[config.mk]
export PLATFORM = sky130hd
export DESIGN_NAME = follow_distance_speed_ramp
export DESIGN_NICKNAME = d
export VERILOG_FILES = /design/src/design/fdsr_pkg.sv /design/src/design/follow_distance_speed_ramp.sv /design/src/design/fdsr_cfg.sv /design/src/design/fdsr_div.sv
export VERILOG_INCLUDE_DIRS = /design/src /design/src/design
export SDC_FILE = /design/constraint.sdc
export NUM_CORES = 1
export LEC_CHECK = 0
export ABC_AREA = 1
export BUFFER_PORTS_ARGS = -buffer_cell sky130_fd_sc_hd__buf_2
export CAP_MARGIN = 0
export CORE_ASPECT_RATIO = 1.75
export CORE_MARGIN = 2
export CORE_UTILIZATION = 50
export CTS_CLUSTER_SIZE = 10
export DETAILED_ROUTE_END_ITERATION = 10
export GPL_TIMING_DRIVEN = 0
export PLACE_DENSITY = 0.76
export SLEW_MARGIN = 0
export SYNTH_ARGS = -nofsm -noshare
export SYNTH_HDL_FRONTEND = slang
export SYNTH_HIERARCHICAL = 1
export SYNTH_SLANG_ARGS = --single-unit
[constraint.sdc]
create_clock -name clk_i -period 10.3 [get_ports clk_i]
set_input_delay 0.515 -clock clk_i [delete_from_list [all_inputs] [get_ports clk_i]]
set_output_delay 0.515 -clock clk_i [all_outputs]
set_load 0.1 [all_outputs]
[src/design/follow_distance_speed_ramp_macros.svh]
// assertion helpers for the follow distance speed ramp
`ifndef FOLLOW_DISTANCE_SPEED_RAMP_MACROS_SVH
`define FOLLOW_DISTANCE_SPEED_RAMP_MACROS_SVH

// checked on clk_i, suspended while in reset
`define FDSR_ASSERT(lbl, prop, msg) \
  lbl: assert property (@(posedge clk_i) disable iff (!rst_ni) prop) else $error(msg);

// checked on clk_i at every edge, reset included
`define FDSR_ASSERT_ALWAYS(lbl, prop, msg) \
  lbl: assert property (@(posedge clk_i) prop) else $error(msg);

`endif

[src/design/fdsr_pkg.sv]
package fdsr_pkg;

  localparam int unsigned SpeedW    = 11;
  localparam int unsigned DistW     = 13;
  localparam int unsigned GapW      = 12;
  localparam int unsigned GapSW     = 15;
  localparam int unsigned ProdW     = 23;
  localparam int unsigned CfgIdxW   = 3;
  localparam int unsigned CfgDataW  = 13;

  localparam logic [SpeedW-1:0] SpeedFull = 11'd1024;

  localparam logic [1:0] OpTick  = 2'd0;
  localparam logic [1:0] OpStart = 2'd1;
  localparam logic [1:0] OpStop  = 2'd2;

  localparam logic [CfgIdxW-1:0] RegVehicleLen = 3'd0;
  localparam logic [CfgIdxW-1:0] RegCritGap    = 3'd1;
  localparam logic [CfgIdxW-1:0] RegStopGap    = 3'd2;
  localparam logic [CfgIdxW-1:0] RegStartGap   = 3'd3;
  localparam logic [CfgIdxW-1:0] RegFullGap    = 3'd4;
  localparam logic [CfgIdxW-1:0] RegMinSpeed   = 3'd5;
  localparam logic [CfgIdxW-1:0] RegSpeedStep  = 3'd6;

  typedef struct packed {
    logic [GapW-1:0]   vehicle_length_mm;
    logic [GapW-1:0]   critical_gap_mm;
    logic [GapW-1:0]   stop_gap_mm;
    logic [GapW-1:0]   start_gap_mm;
    logic [DistW-1:0]  full_gap_mm;
    logic [SpeedW-1:0] min_speed;
    logic [SpeedW-1:0] speed_step;
  } cfg_t;

  typedef struct packed {
    logic             start;
    logic [ProdW-1:0] dividend;
    logic [DistW-1:0] divisor;
  } div_req_t;

  typedef struct packed {
    logic             done;
    logic [ProdW-1:0] quot;
  } div_rsp_t;

  typedef enum logic [4:0] {
    ST_IDLE  = 5'b00001,
    ST_PREP  = 5'b00010,
    ST_MUL   = 5'b00100,
    ST_DIV   = 5'b01000,
    ST_APPLY = 5'b10000
  } state_e;

endpackage

[src/design/follow_distance_speed_ramp.sv]
// speed ramp for a vehicle following a target
// input stream: one item per control tick or command; tuser carries the op
// (tick, start, stop), tdata the measured distance and the seen and motor
// failure flags. output stream: one result per input item with the drive
// command, the speed, the brake flag and the halt latch.
// configuration: write enable, register index and data, written while idle.
// sequence: a start, stop, unused op or a tick that needs no ramp goes
// through the prep and apply states; a tick on the linear ramp goes through
// prep, multiply, the 23-step restoring divider and apply.
// one item at a time: the next input transfer is taken once the result
// sits in the output register.
// reset: speed 0, brake off, halt latched until a start item, configuration
// back to its defaults.
// a stalled receiver holds the result in the output register; a new item
// can still be taken, but it waits before its result until the slot frees.
`include "follow_distance_speed_ramp_macros.svh"

module follow_distance_speed_ramp (
  input  logic                           clk_i,
  input  logic                           rst_ni,
  input  logic                           cfg_we_i,
  input  logic [fdsr_pkg::CfgIdxW-1:0]   cfg_idx_i,
  input  logic [fdsr_pkg::CfgDataW-1:0]  cfg_data_i,
  input  logic                           s_axis_tvalid,
  output logic                           s_axis_tready,
  // distance_mm[12:0], user_seen[13], fail_left[14], fail_right[15]
  input  logic [15:0]                    s_axis_tdata,
  // op[1:0]
  input  logic [1:0]                     s_axis_tuser,
  output logic                           m_axis_tvalid,
  input  logic                           m_axis_tready,
  // motor_forward[0], speed_cmd[11:1], gyro_brake[12], halted[13], zero[15:14]
  output logic [15:0]                    m_axis_tdata
);

  localparam int unsigned SW = fdsr_pkg::SpeedW;
  localparam int unsigned GS = fdsr_pkg::GapSW;

  fdsr_pkg::cfg_t     cfg;
  fdsr_pkg::div_req_t div_req;
  fdsr_pkg::div_rsp_t div_rsp;
  fdsr_pkg::state_e   state_q, state_d;

  logic [1:0]                  op_q;
  logic [fdsr_pkg::DistW-1:0]  dist_q;
  logic                        seen_q, fail_q;
  logic                        crit_q, crit_d;
  logic                        neg_q, neg_d;
  logic [SW-1:0]               target_q, target_d;
  logic [SW-1:0]               lo_q, lo_d;
  logic [SW-1:0]               span_q, span_d;
  logic [fdsr_pkg::DistW-1:0]  absdiff_q, absdiff_d;
  logic [fdsr_pkg::DistW-1:0]  den_q, den_d;

  logic [SW-1:0] speed_q, speed_d;
  logic          halt_q, halt_d;
  logic          brake_q, brake_d;
  logic          mvalid_q, mvalid_d;
  logic [15:0]   mdata_q, mdata_d;

  logic signed [GS-1:0] gap, diff;
  logic [GS-1:0]        thr;
  logic                 tgt_zero, tgt_full;
  logic [SW-1:0]        slew, ramp_t;
  logic                 fwd;
  logic                 out_free;

  fdsr_cfg u_cfg (
    .clk_i  (clk_i),
    .rst_ni (rst_ni),
    .we_i   (cfg_we_i),
    .idx_i  (cfg_idx_i),
    .data_i (cfg_data_i),
    .cfg_o  (cfg)
  );

  fdsr_div u_div (
    .clk_i  (clk_i),
    .rst_ni (rst_ni),
    .req_i  (div_req),
    .rsp_o  (div_rsp)
  );

  assign s_axis_tready = (state_q == fdsr_pkg::ST_IDLE);
  assign out_free      = !mvalid_q || m_axis_tready;

  assign gap  = $signed({2'b00, dist_q}) - $signed({3'b000, cfg.vehicle_length_mm});
  assign diff = gap - $signed({3'b000, cfg.stop_gap_mm});
  assign thr  = (speed_q != '0) ? {3'b000, cfg.stop_gap_mm} : {3'b000, cfg.start_gap_mm};
  assign tgt_zero = !seen_q || (gap < $signed(thr));
  assign tgt_full = (gap > $signed({2'b00, cfg.full_gap_mm}))
                 || (cfg.full_gap_mm <= {1'b0, cfg.stop_gap_mm});

  always_comb begin
    if (neg_q) begin
      ramp_t = (div_rsp.quot >= fdsr_pkg::ProdW'(lo_q)) ? '0
             : SW'(lo_q - div_rsp.quot[SW-1:0]);
    end else begin
      ramp_t = SW'(lo_q + div_rsp.quot[SW-1:0]);
    end
  end

  always_comb begin
    if (target_q > speed_q) begin
      slew = ((target_q - speed_q) > cfg.speed_step) ? SW'(speed_q + cfg.speed_step)
                                                      : target_q;
    end else if (target_q < speed_q) begin
      slew = ((speed_q - target_q) > cfg.speed_step) ? SW'(speed_q - cfg.speed_step)
                                                      : target_q;
    end else begin
      slew = target_q;
    end
  end

  always_comb begin
    state_d   = state_q;
    crit_d    = crit_q;
    neg_d     = neg_q;
    target_d  = target_q;
    lo_d      = lo_q;
    span_d    = span_q;
    absdiff_d = absdiff_q;
    den_d     = den_q;
    speed_d   = speed_q;
    halt_d    = halt_q;
    brake_d   = brake_q;
    fwd       = 1'b0;
    mdata_d   = mdata_q;
    mvalid_d  = mvalid_q && !m_axis_tready;
    div_req.start    = 1'b0;
    div_req.dividend = fdsr_pkg::ProdW'(absdiff_q) * fdsr_pkg::ProdW'(span_q);
    div_req.divisor  = den_q;

    unique case (state_q)
      fdsr_pkg::ST_IDLE: begin
        if (s_axis_tvalid) state_d = fdsr_pkg::ST_PREP;
      end
      fdsr_pkg::ST_PREP: begin
        crit_d    = (gap <= $signed({3'b000, cfg.critical_gap_mm}));
        neg_d     = diff[GS-1];
        absdiff_d = diff[GS-1] ? fdsr_pkg::DistW'(-diff) : diff[fdsr_pkg::DistW-1:0];
        lo_d      = (cfg.min_speed > fdsr_pkg::SpeedFull) ? fdsr_pkg::SpeedFull
                                                          : cfg.min_speed;
        span_d    = fdsr_pkg::SpeedFull - lo_d;
        den_d     = cfg.full_gap_mm - {1'b0, cfg.stop_gap_mm};
        target_d  = tgt_zero ? '0 : fdsr_pkg::SpeedFull;
        if (op_q == fdsr_pkg::OpTick && !halt_q && !crit_d && !tgt_zero && !tgt_full) begin
          state_d = fdsr_pkg::ST_MUL;
        end else begin
          state_d = fdsr_pkg::ST_APPLY;
        end
      end
      fdsr_pkg::ST_MUL: begin
        state_d = fdsr_pkg::ST_DIV;
      end
      fdsr_pkg::ST_DIV: begin
        div_req.start = 1'b0;
        if (div_rsp.done) begin
          target_d = ramp_t;
          state_d  = fdsr_pkg::ST_APPLY;
        end
      end
      fdsr_pkg::ST_APPLY: begin
        if (out_free) begin
          case (op_q)
            fdsr_pkg::OpTick: begin
              if (!halt_q) begin
                speed_d = crit_q ? '0 : slew;
                if (fail_q) begin
                  speed_d = '0;
                  brake_d = 1'b1;
                  halt_d  = 1'b1;
                end else begin
                  fwd = 1'b1;
                end
              end
            end
            fdsr_pkg::OpStart: begin
              brake_d = 1'b0;
              halt_d  = 1'b0;
            end
            fdsr_pkg::OpStop: begin
              speed_d = '0;
              brake_d = 1'b0;
              halt_d  = 1'b1;
            end
            default: ;
          endcase
          mdata_d  = {2'b00, halt_d, brake_d, speed_d, fwd};
          mvalid_d = 1'b1;
          state_d  = fdsr_pkg::ST_IDLE;
        end
      end
      default: state_d = fdsr_pkg::ST_IDLE;
    endcase

    if (state_q == fdsr_pkg::ST_MUL) div_req.start = 1'b1;
  end

  always_ff @(posedge clk_i or negedge rst_ni) begin
    if (!rst_ni) begin
      state_q  <= fdsr_pkg::ST_IDLE;
      speed_q  <= '0;
      halt_q   <= 1'b1;
      brake_q  <= 1'b0;
      mvalid_q <= 1'b0;
    end else begin
      state_q  <= state_d;
      speed_q  <= speed_d;
      halt_q   <= halt_d;
      brake_q  <= brake_d;
      mvalid_q <= mvalid_d;
    end
  end

  always_ff @(posedge clk_i) begin
    if (s_axis_tvalid && s_axis_tready) begin
      op_q   <= s_axis_tuser;
      dist_q <= s_axis_tdata[12:0];
      seen_q <= s_axis_tdata[13];
      fail_q <= s_axis_tdata[14] | s_axis_tdata[15];
    end
    crit_q    <= crit_d;
    neg_q     <= neg_d;
    target_q  <= target_d;
    lo_q      <= lo_d;
    span_q    <= span_d;
    absdiff_q <= absdiff_d;
    den_q     <= den_d;
    mdata_q   <= mdata_d;
  end

  assign m_axis_tvalid = mvalid_q;
  assign m_axis_tdata  = mdata_q;

  `FDSR_ASSERT(a_one_at_a_time, s_axis_tvalid && s_axis_tready |=> !s_axis_tready, "item overlap")
  `FDSR_ASSERT(a_speed_range, m_axis_tvalid |-> m_axis_tdata[11:1] <= fdsr_pkg::SpeedFull, "speed over full")
  `FDSR_ASSERT(a_halt_no_fwd, m_axis_tvalid && m_axis_tdata[13] |-> !m_axis_tdata[0], "forward while halted")
  `FDSR_ASSERT_ALWAYS(a_brake_halt, brake_q |-> halt_q, "brake without halt")

endmodule

[src/design/fdsr_cfg.sv]
module fdsr_cfg (
  input  logic                           clk_i,
  input  logic                           rst_ni,
  input  logic                           we_i,
  input  logic [fdsr_pkg::CfgIdxW-1:0]   idx_i,
  input  logic [fdsr_pkg::CfgDataW-1:0]  data_i,
  output fdsr_pkg::cfg_t                 cfg_o
);

  fdsr_pkg::cfg_t cfg_q, cfg_d;

  always_comb begin
    cfg_d = cfg_q;
    if (we_i) begin
      unique case (idx_i)
        fdsr_pkg::RegVehicleLen: cfg_d.vehicle_length_mm = data_i[11:0];
        fdsr_pkg::RegCritGap:    cfg_d.critical_gap_mm   = data_i[11:0];
        fdsr_pkg::RegStopGap:    cfg_d.stop_gap_mm       = data_i[11:0];
        fdsr_pkg::RegStartGap:   cfg_d.start_gap_mm      = data_i[11:0];
        fdsr_pkg::RegFullGap:    cfg_d.full_gap_mm       = data_i;
        fdsr_pkg::RegMinSpeed:   cfg_d.min_speed         = data_i[10:0];
        fdsr_pkg::RegSpeedStep:  cfg_d.speed_step        = data_i[10:0];
        default: ;
      endcase
    end
  end

  always_ff @(posedge clk_i or negedge rst_ni) begin
    if (!rst_ni) begin
      cfg_q.vehicle_length_mm <= 12'd0;
      cfg_q.critical_gap_mm   <= 12'd100;
      cfg_q.stop_gap_mm       <= 12'd300;
      cfg_q.start_gap_mm      <= 12'd700;
      cfg_q.full_gap_mm       <= 13'd1700;
      cfg_q.min_speed         <= 11'd358;
      cfg_q.speed_step        <= 11'd51;
    end else begin
      cfg_q <= cfg_d;
    end
  end

  assign cfg_o = cfg_q;

endmodule

[src/design/fdsr_div.sv]
module fdsr_div (
  input  logic                clk_i,
  input  logic                rst_ni,
  input  fdsr_pkg::div_req_t  req_i,
  output fdsr_pkg::div_rsp_t  rsp_o
);

  localparam int unsigned CntW = $clog2(fdsr_pkg::ProdW + 1);
  localparam logic [CntW-1:0] Steps = CntW'(fdsr_pkg::ProdW);

  logic                         busy_q, busy_d;
  logic                         done_q, done_d;
  logic [CntW-1:0]              cnt_q, cnt_d;
  logic [fdsr_pkg::ProdW-1:0]   dvd_q, dvd_d;
  logic [fdsr_pkg::DistW-1:0]   dvs_q, dvs_d;
  logic [fdsr_pkg::DistW-1:0]   rem_q, rem_d;
  logic [fdsr_pkg::DistW:0]     rem_sh;
  logic                         qbit;

  always_comb begin
    rem_sh = {rem_q, dvd_q[fdsr_pkg::ProdW-1]};
    qbit   = (rem_sh >= {1'b0, dvs_q});
    busy_d = busy_q;
    done_d = 1'b0;
    cnt_d  = cnt_q;
    dvd_d  = dvd_q;
    dvs_d  = dvs_q;
    rem_d  = rem_q;
    if (req_i.start) begin
      busy_d = 1'b1;
      cnt_d  = Steps;
      dvd_d  = req_i.dividend;
      dvs_d  = req_i.divisor;
      rem_d  = '0;
    end else if (busy_q) begin
      rem_d = qbit ? fdsr_pkg::DistW'(rem_sh - {1'b0, dvs_q})
                   : rem_sh[fdsr_pkg::DistW-1:0];
      dvd_d = {dvd_q[fdsr_pkg::ProdW-2:0], qbit};
      cnt_d = cnt_q - CntW'(1);
      if (cnt_q == CntW'(1)) begin
        busy_d = 1'b0;
        done_d = 1'b1;
      end
    end
  end

  always_ff @(posedge clk_i or negedge rst_ni) begin
    if (!rst_ni) begin
      busy_q <= 1'b0;
      done_q <= 1'b0;
      cnt_q  <= '0;
    end else begin
      busy_q <= busy_d;
      done_q <= done_d;
      cnt_q  <= cnt_d;
    end
  end

  always_ff @(posedge clk_i) begin
    dvd_q <= dvd_d;
    dvs_q <= dvs_d;
    rem_q <= rem_d;
  end

  assign rsp_o.done = done_q;
  assign rsp_o.quot = dvd_q;

endmodule

==> flow_metrics.py <==
metrics = {
    "routing": {
        "drc_errors": 0,
        "dr.pass1.iters": 7,
        "antenna_left": 0,
        "drtIter0Drc": 1375,
        "wl_per_cell_um": 17.2,
        "via_per_inst": 5.27,
        "vias": 19800,
        "routed_wl_mm": 64.5,
    },
    "logic_synthesis": {
        "ys.flop_type": "edfxtp_1",
        "synth_edf_count": 127,
        "synth_top_area_share_pct": 16.5,
        "syn_area_um2": 23100,
        "ys_types": 63,
        "ys_ff_latch": 249,
        "yosysSeqAreaShare_pct": 29.6,
        "async_flop_share_pct": 43.8,
        "yosysTopAreaCell": "edfxtp_1",
        "ys_top_cells_by_area": "edfxtp_1 17%, nand2_1 16%, ha_1 13%",
        "syn_avg_cell_area_um2": 7.55,
        "netlist_instances": 3059,
        "yosysWarningCount": 6,
    },
    "clock_tree": {
        "clockRootBuffer": "clkbuf_16",
        "cts_buffer_depth": 3,
        "clk_latency_ns": 0.62,
        "postCtsSetupBuffers": 0,
        "ctsResizeCount": 0,
        "cts_tree": "yes",
        "cts_buffers": 30,
        "clk_pin_slew_worst_paths_ns": 0.06,
        "hold_buffers": 1,
        "clkSinkCount": 249,
        "htree_num_levels": 1,
    },
    "finish": {
        "fin_nets": 3538,
        "utilization_pct": 54.9,
        "area_growth_pct": 8.79,
        "layout_commonest_cell": "nand2_1",
        "final_cell_mix": "963 x nand2_1, 557 x inv_1, 241 x ha_1, 175 x nand3_1, 133 x a21oi_1",
        "drive_above_1_share_pct": 7.82,
        "diodes": 0,
    },
    "timing": {
        "fmax_mhz": 172,
        "tightest_slew_ns": 0.997,
        "min_period_ns": 5.82,
        "setup_viol": 0,
        "rsz0062_at_grt": "false",
        "hold_viol": 0,
        "finalCritPeriodShare_pct": 56.5,
        "slew_headroom_pct": 33.5,
        "slew_viol_final": 0,
        "fin_skew_ns": 0.0588,
        "finalSetupTns_ns": 0,
    },
    "placed_design": {
        "post-dp-hpwl_mm": 52.3,
        "globalplace.congestion": 0.996,
        "io_buffers": 54,
    },
    "critical_path": {
        "critical_path.startpoint": "span_q[4]$_DFFE_PP_",
        "reg2reg_from": "span_q[4]$_DFFE_PP_",
        "reg2reg_slack_ns": 4.48,
        "start_kind": "flip-flop",
        "worstPathMaxFanout": 10,
        "end_kind": "flip-flop",
        "endpoint": "u_div/dvd_q[19]$_DFFE_PP_",
        "path_class": "flip-flop to flip-flop",
        "worstPathRequired_ns": 10.74,
        "r2r_end": "u_div/dvd_q[19]$_DFFE_PP_",
        "cp.arrival_ns": 6.26,
        "reg2reg_depth": 20,
    },
    "grt": {
        "grt_usage_pct": 27.2,
        "grt_pass1_wl_mm": 103,
        "antenna_found_initial": 0,
        "grt_pass1_vias": 20465,
        "grt_max_degree": 84,
        "gr-total-overflow": 0,
    },
    "hold_path": {
        "hold_class": "input port to flip-flop",
    },
    "floorplanning": {
        "die_w_um": 167,
        "start_util_pct": 50.5,
        "die_area_um2": 48000,
        "rows": 104,
        "core-area_um2": 45800,
        "die_height_um": 288,
        "num_io_pins": 57,
    },
    "run": {
        "maxCapViolCount": 0,
    },
    "outcome": {
        "run_status": "finished clean",
    },
}
[worst max-delay path: stages (launching register included)]
cell and delay [ns]:
edfxtp_1 0.48, clkbuf_1 0.46, nand2_1 0.18, fa_1 0.55, fa_1 0.49, fa_1 0.56
inv_1 0.05, fa_1 0.47, inv_1 0.05, fa_1 0.53, inv_1 0.04, ha_1 0.34
nand2_1 0.09, nor3_1 0.35, a21oi_1 0.17, o21ai_0 0.35, nand3_1 0.12, nand2_1 0.09
xor2_1 0.17, nand2_1 0.07, nand2_1 0.07
[synth_stat cells (11+ instances only)]
library cell  number
inv_1            558
dfrtp_1           80
nand2_2           13
xor2_1            71
nand2_1          963
buf_2             26
a21oi_1          133
a31oi_1           14
nor3_1            28
clkbuf_1          40
nor2_1           133
dfstp_2           29
xnor2_1           31
inv_2             15
edfxtp_1         127
dfxtp_1           13
nand4_1           46
fa_1             107
o21ai_0           69
nand3_1          175
buf_4             14
ha_1             241
a21o_1            11
[cells by family after synthesis]
| kind of cell | Yosys count | synth area share [%] |
|---|---|---|
| AOI/OAI and AO/OA | 277 | 6.89 |
| xor gates and xnor gates | 105 | 4.08 |
| adders and majority gates | 348 | 22.3 |
| buffers and inverters | 666 | 11.5 |
| DFF | 249 | 29.6 |
| other | 1 | 0.0162 |
| and+or+nand+nor | 1413 | 25.6 |
[per-stage QoR]
step	setup slack (ns)	std cells	hold slack, ns	instance area (um^2)
floorplan	5.14	3060	0.219	23100
global placement	4.62	3697	0.401	24100
detailed placement	4.51	3701	0.405	24200
CTS	4.51	3756	0.0420	25100
global route	4.05	3756	0.0551	25100
finish	4.48	3756	0.0664	25100
[registers in the layout, summed over array words and instances (netlist names), 11 cells and up]
name	count
absdiff_q	13
u_div/rem_q	13
target_q	11
u_cfg/cfg_o	83
u_div/dvs_q	13
speed_q	11
u_div/dvd_q	23
m_axis_tdata	14
dist_q	13
den_q	13
lo_q	11
[final cells by class]
class | instances | area [um^2]
multi-input combinational | 2145 | 13600
tap | 583 | 729
inverter | 574 | 2150
buffer | 92 | 494
clock buffer | 49 | 842
timing repair buffer | 59 | 369
clock inverter | 5 | 78.8
fill | 4405 | 20700
sequential | 249 | 6840
[how the worst min path moves through the flow]
| stage | depth (start not counted) | from | end |
|---|---|---|---|
| 2_1_floorplan | 0 | rst_ni | brake_q$_DFFE_PN0P_ |
| 3_3_place_gp | 0 | den_q[1]$_DFFE_PP_ | u_div/dvs_q[1]$_DFFE_PP_ |
| 3_5_place_dp | 1 | rst_ni | u_cfg/cfg_o[67]$_DFFE_PN0P_ |
| 4_1_cts | 1 | s_axis_tdata[13] | seen_q$_DFFE_PP_ |
| 5_1_grt | 1 | s_axis_tuser[0] | op_q[0]$_DFFE_PP_ |
| 6_report | 1 | s_axis_tdata[13] | seen_q$_DFFE_PP_ |
[layer usage]
metal	GRT usage [%]	routed length, um	part of all wire (%)	vias up
li1	-	-	-	9754
met1	25.7	21800	34	9245
met5	0	0	0	-
met2	52.6	34200	53	538
met3	2.67	2370	3.7	263
met4	22.2	6180	9.6	0
Power is left out: the tool's default activity adds up to more than one toggle a clock period on the data nets, which glitch-free logic cannot reach.
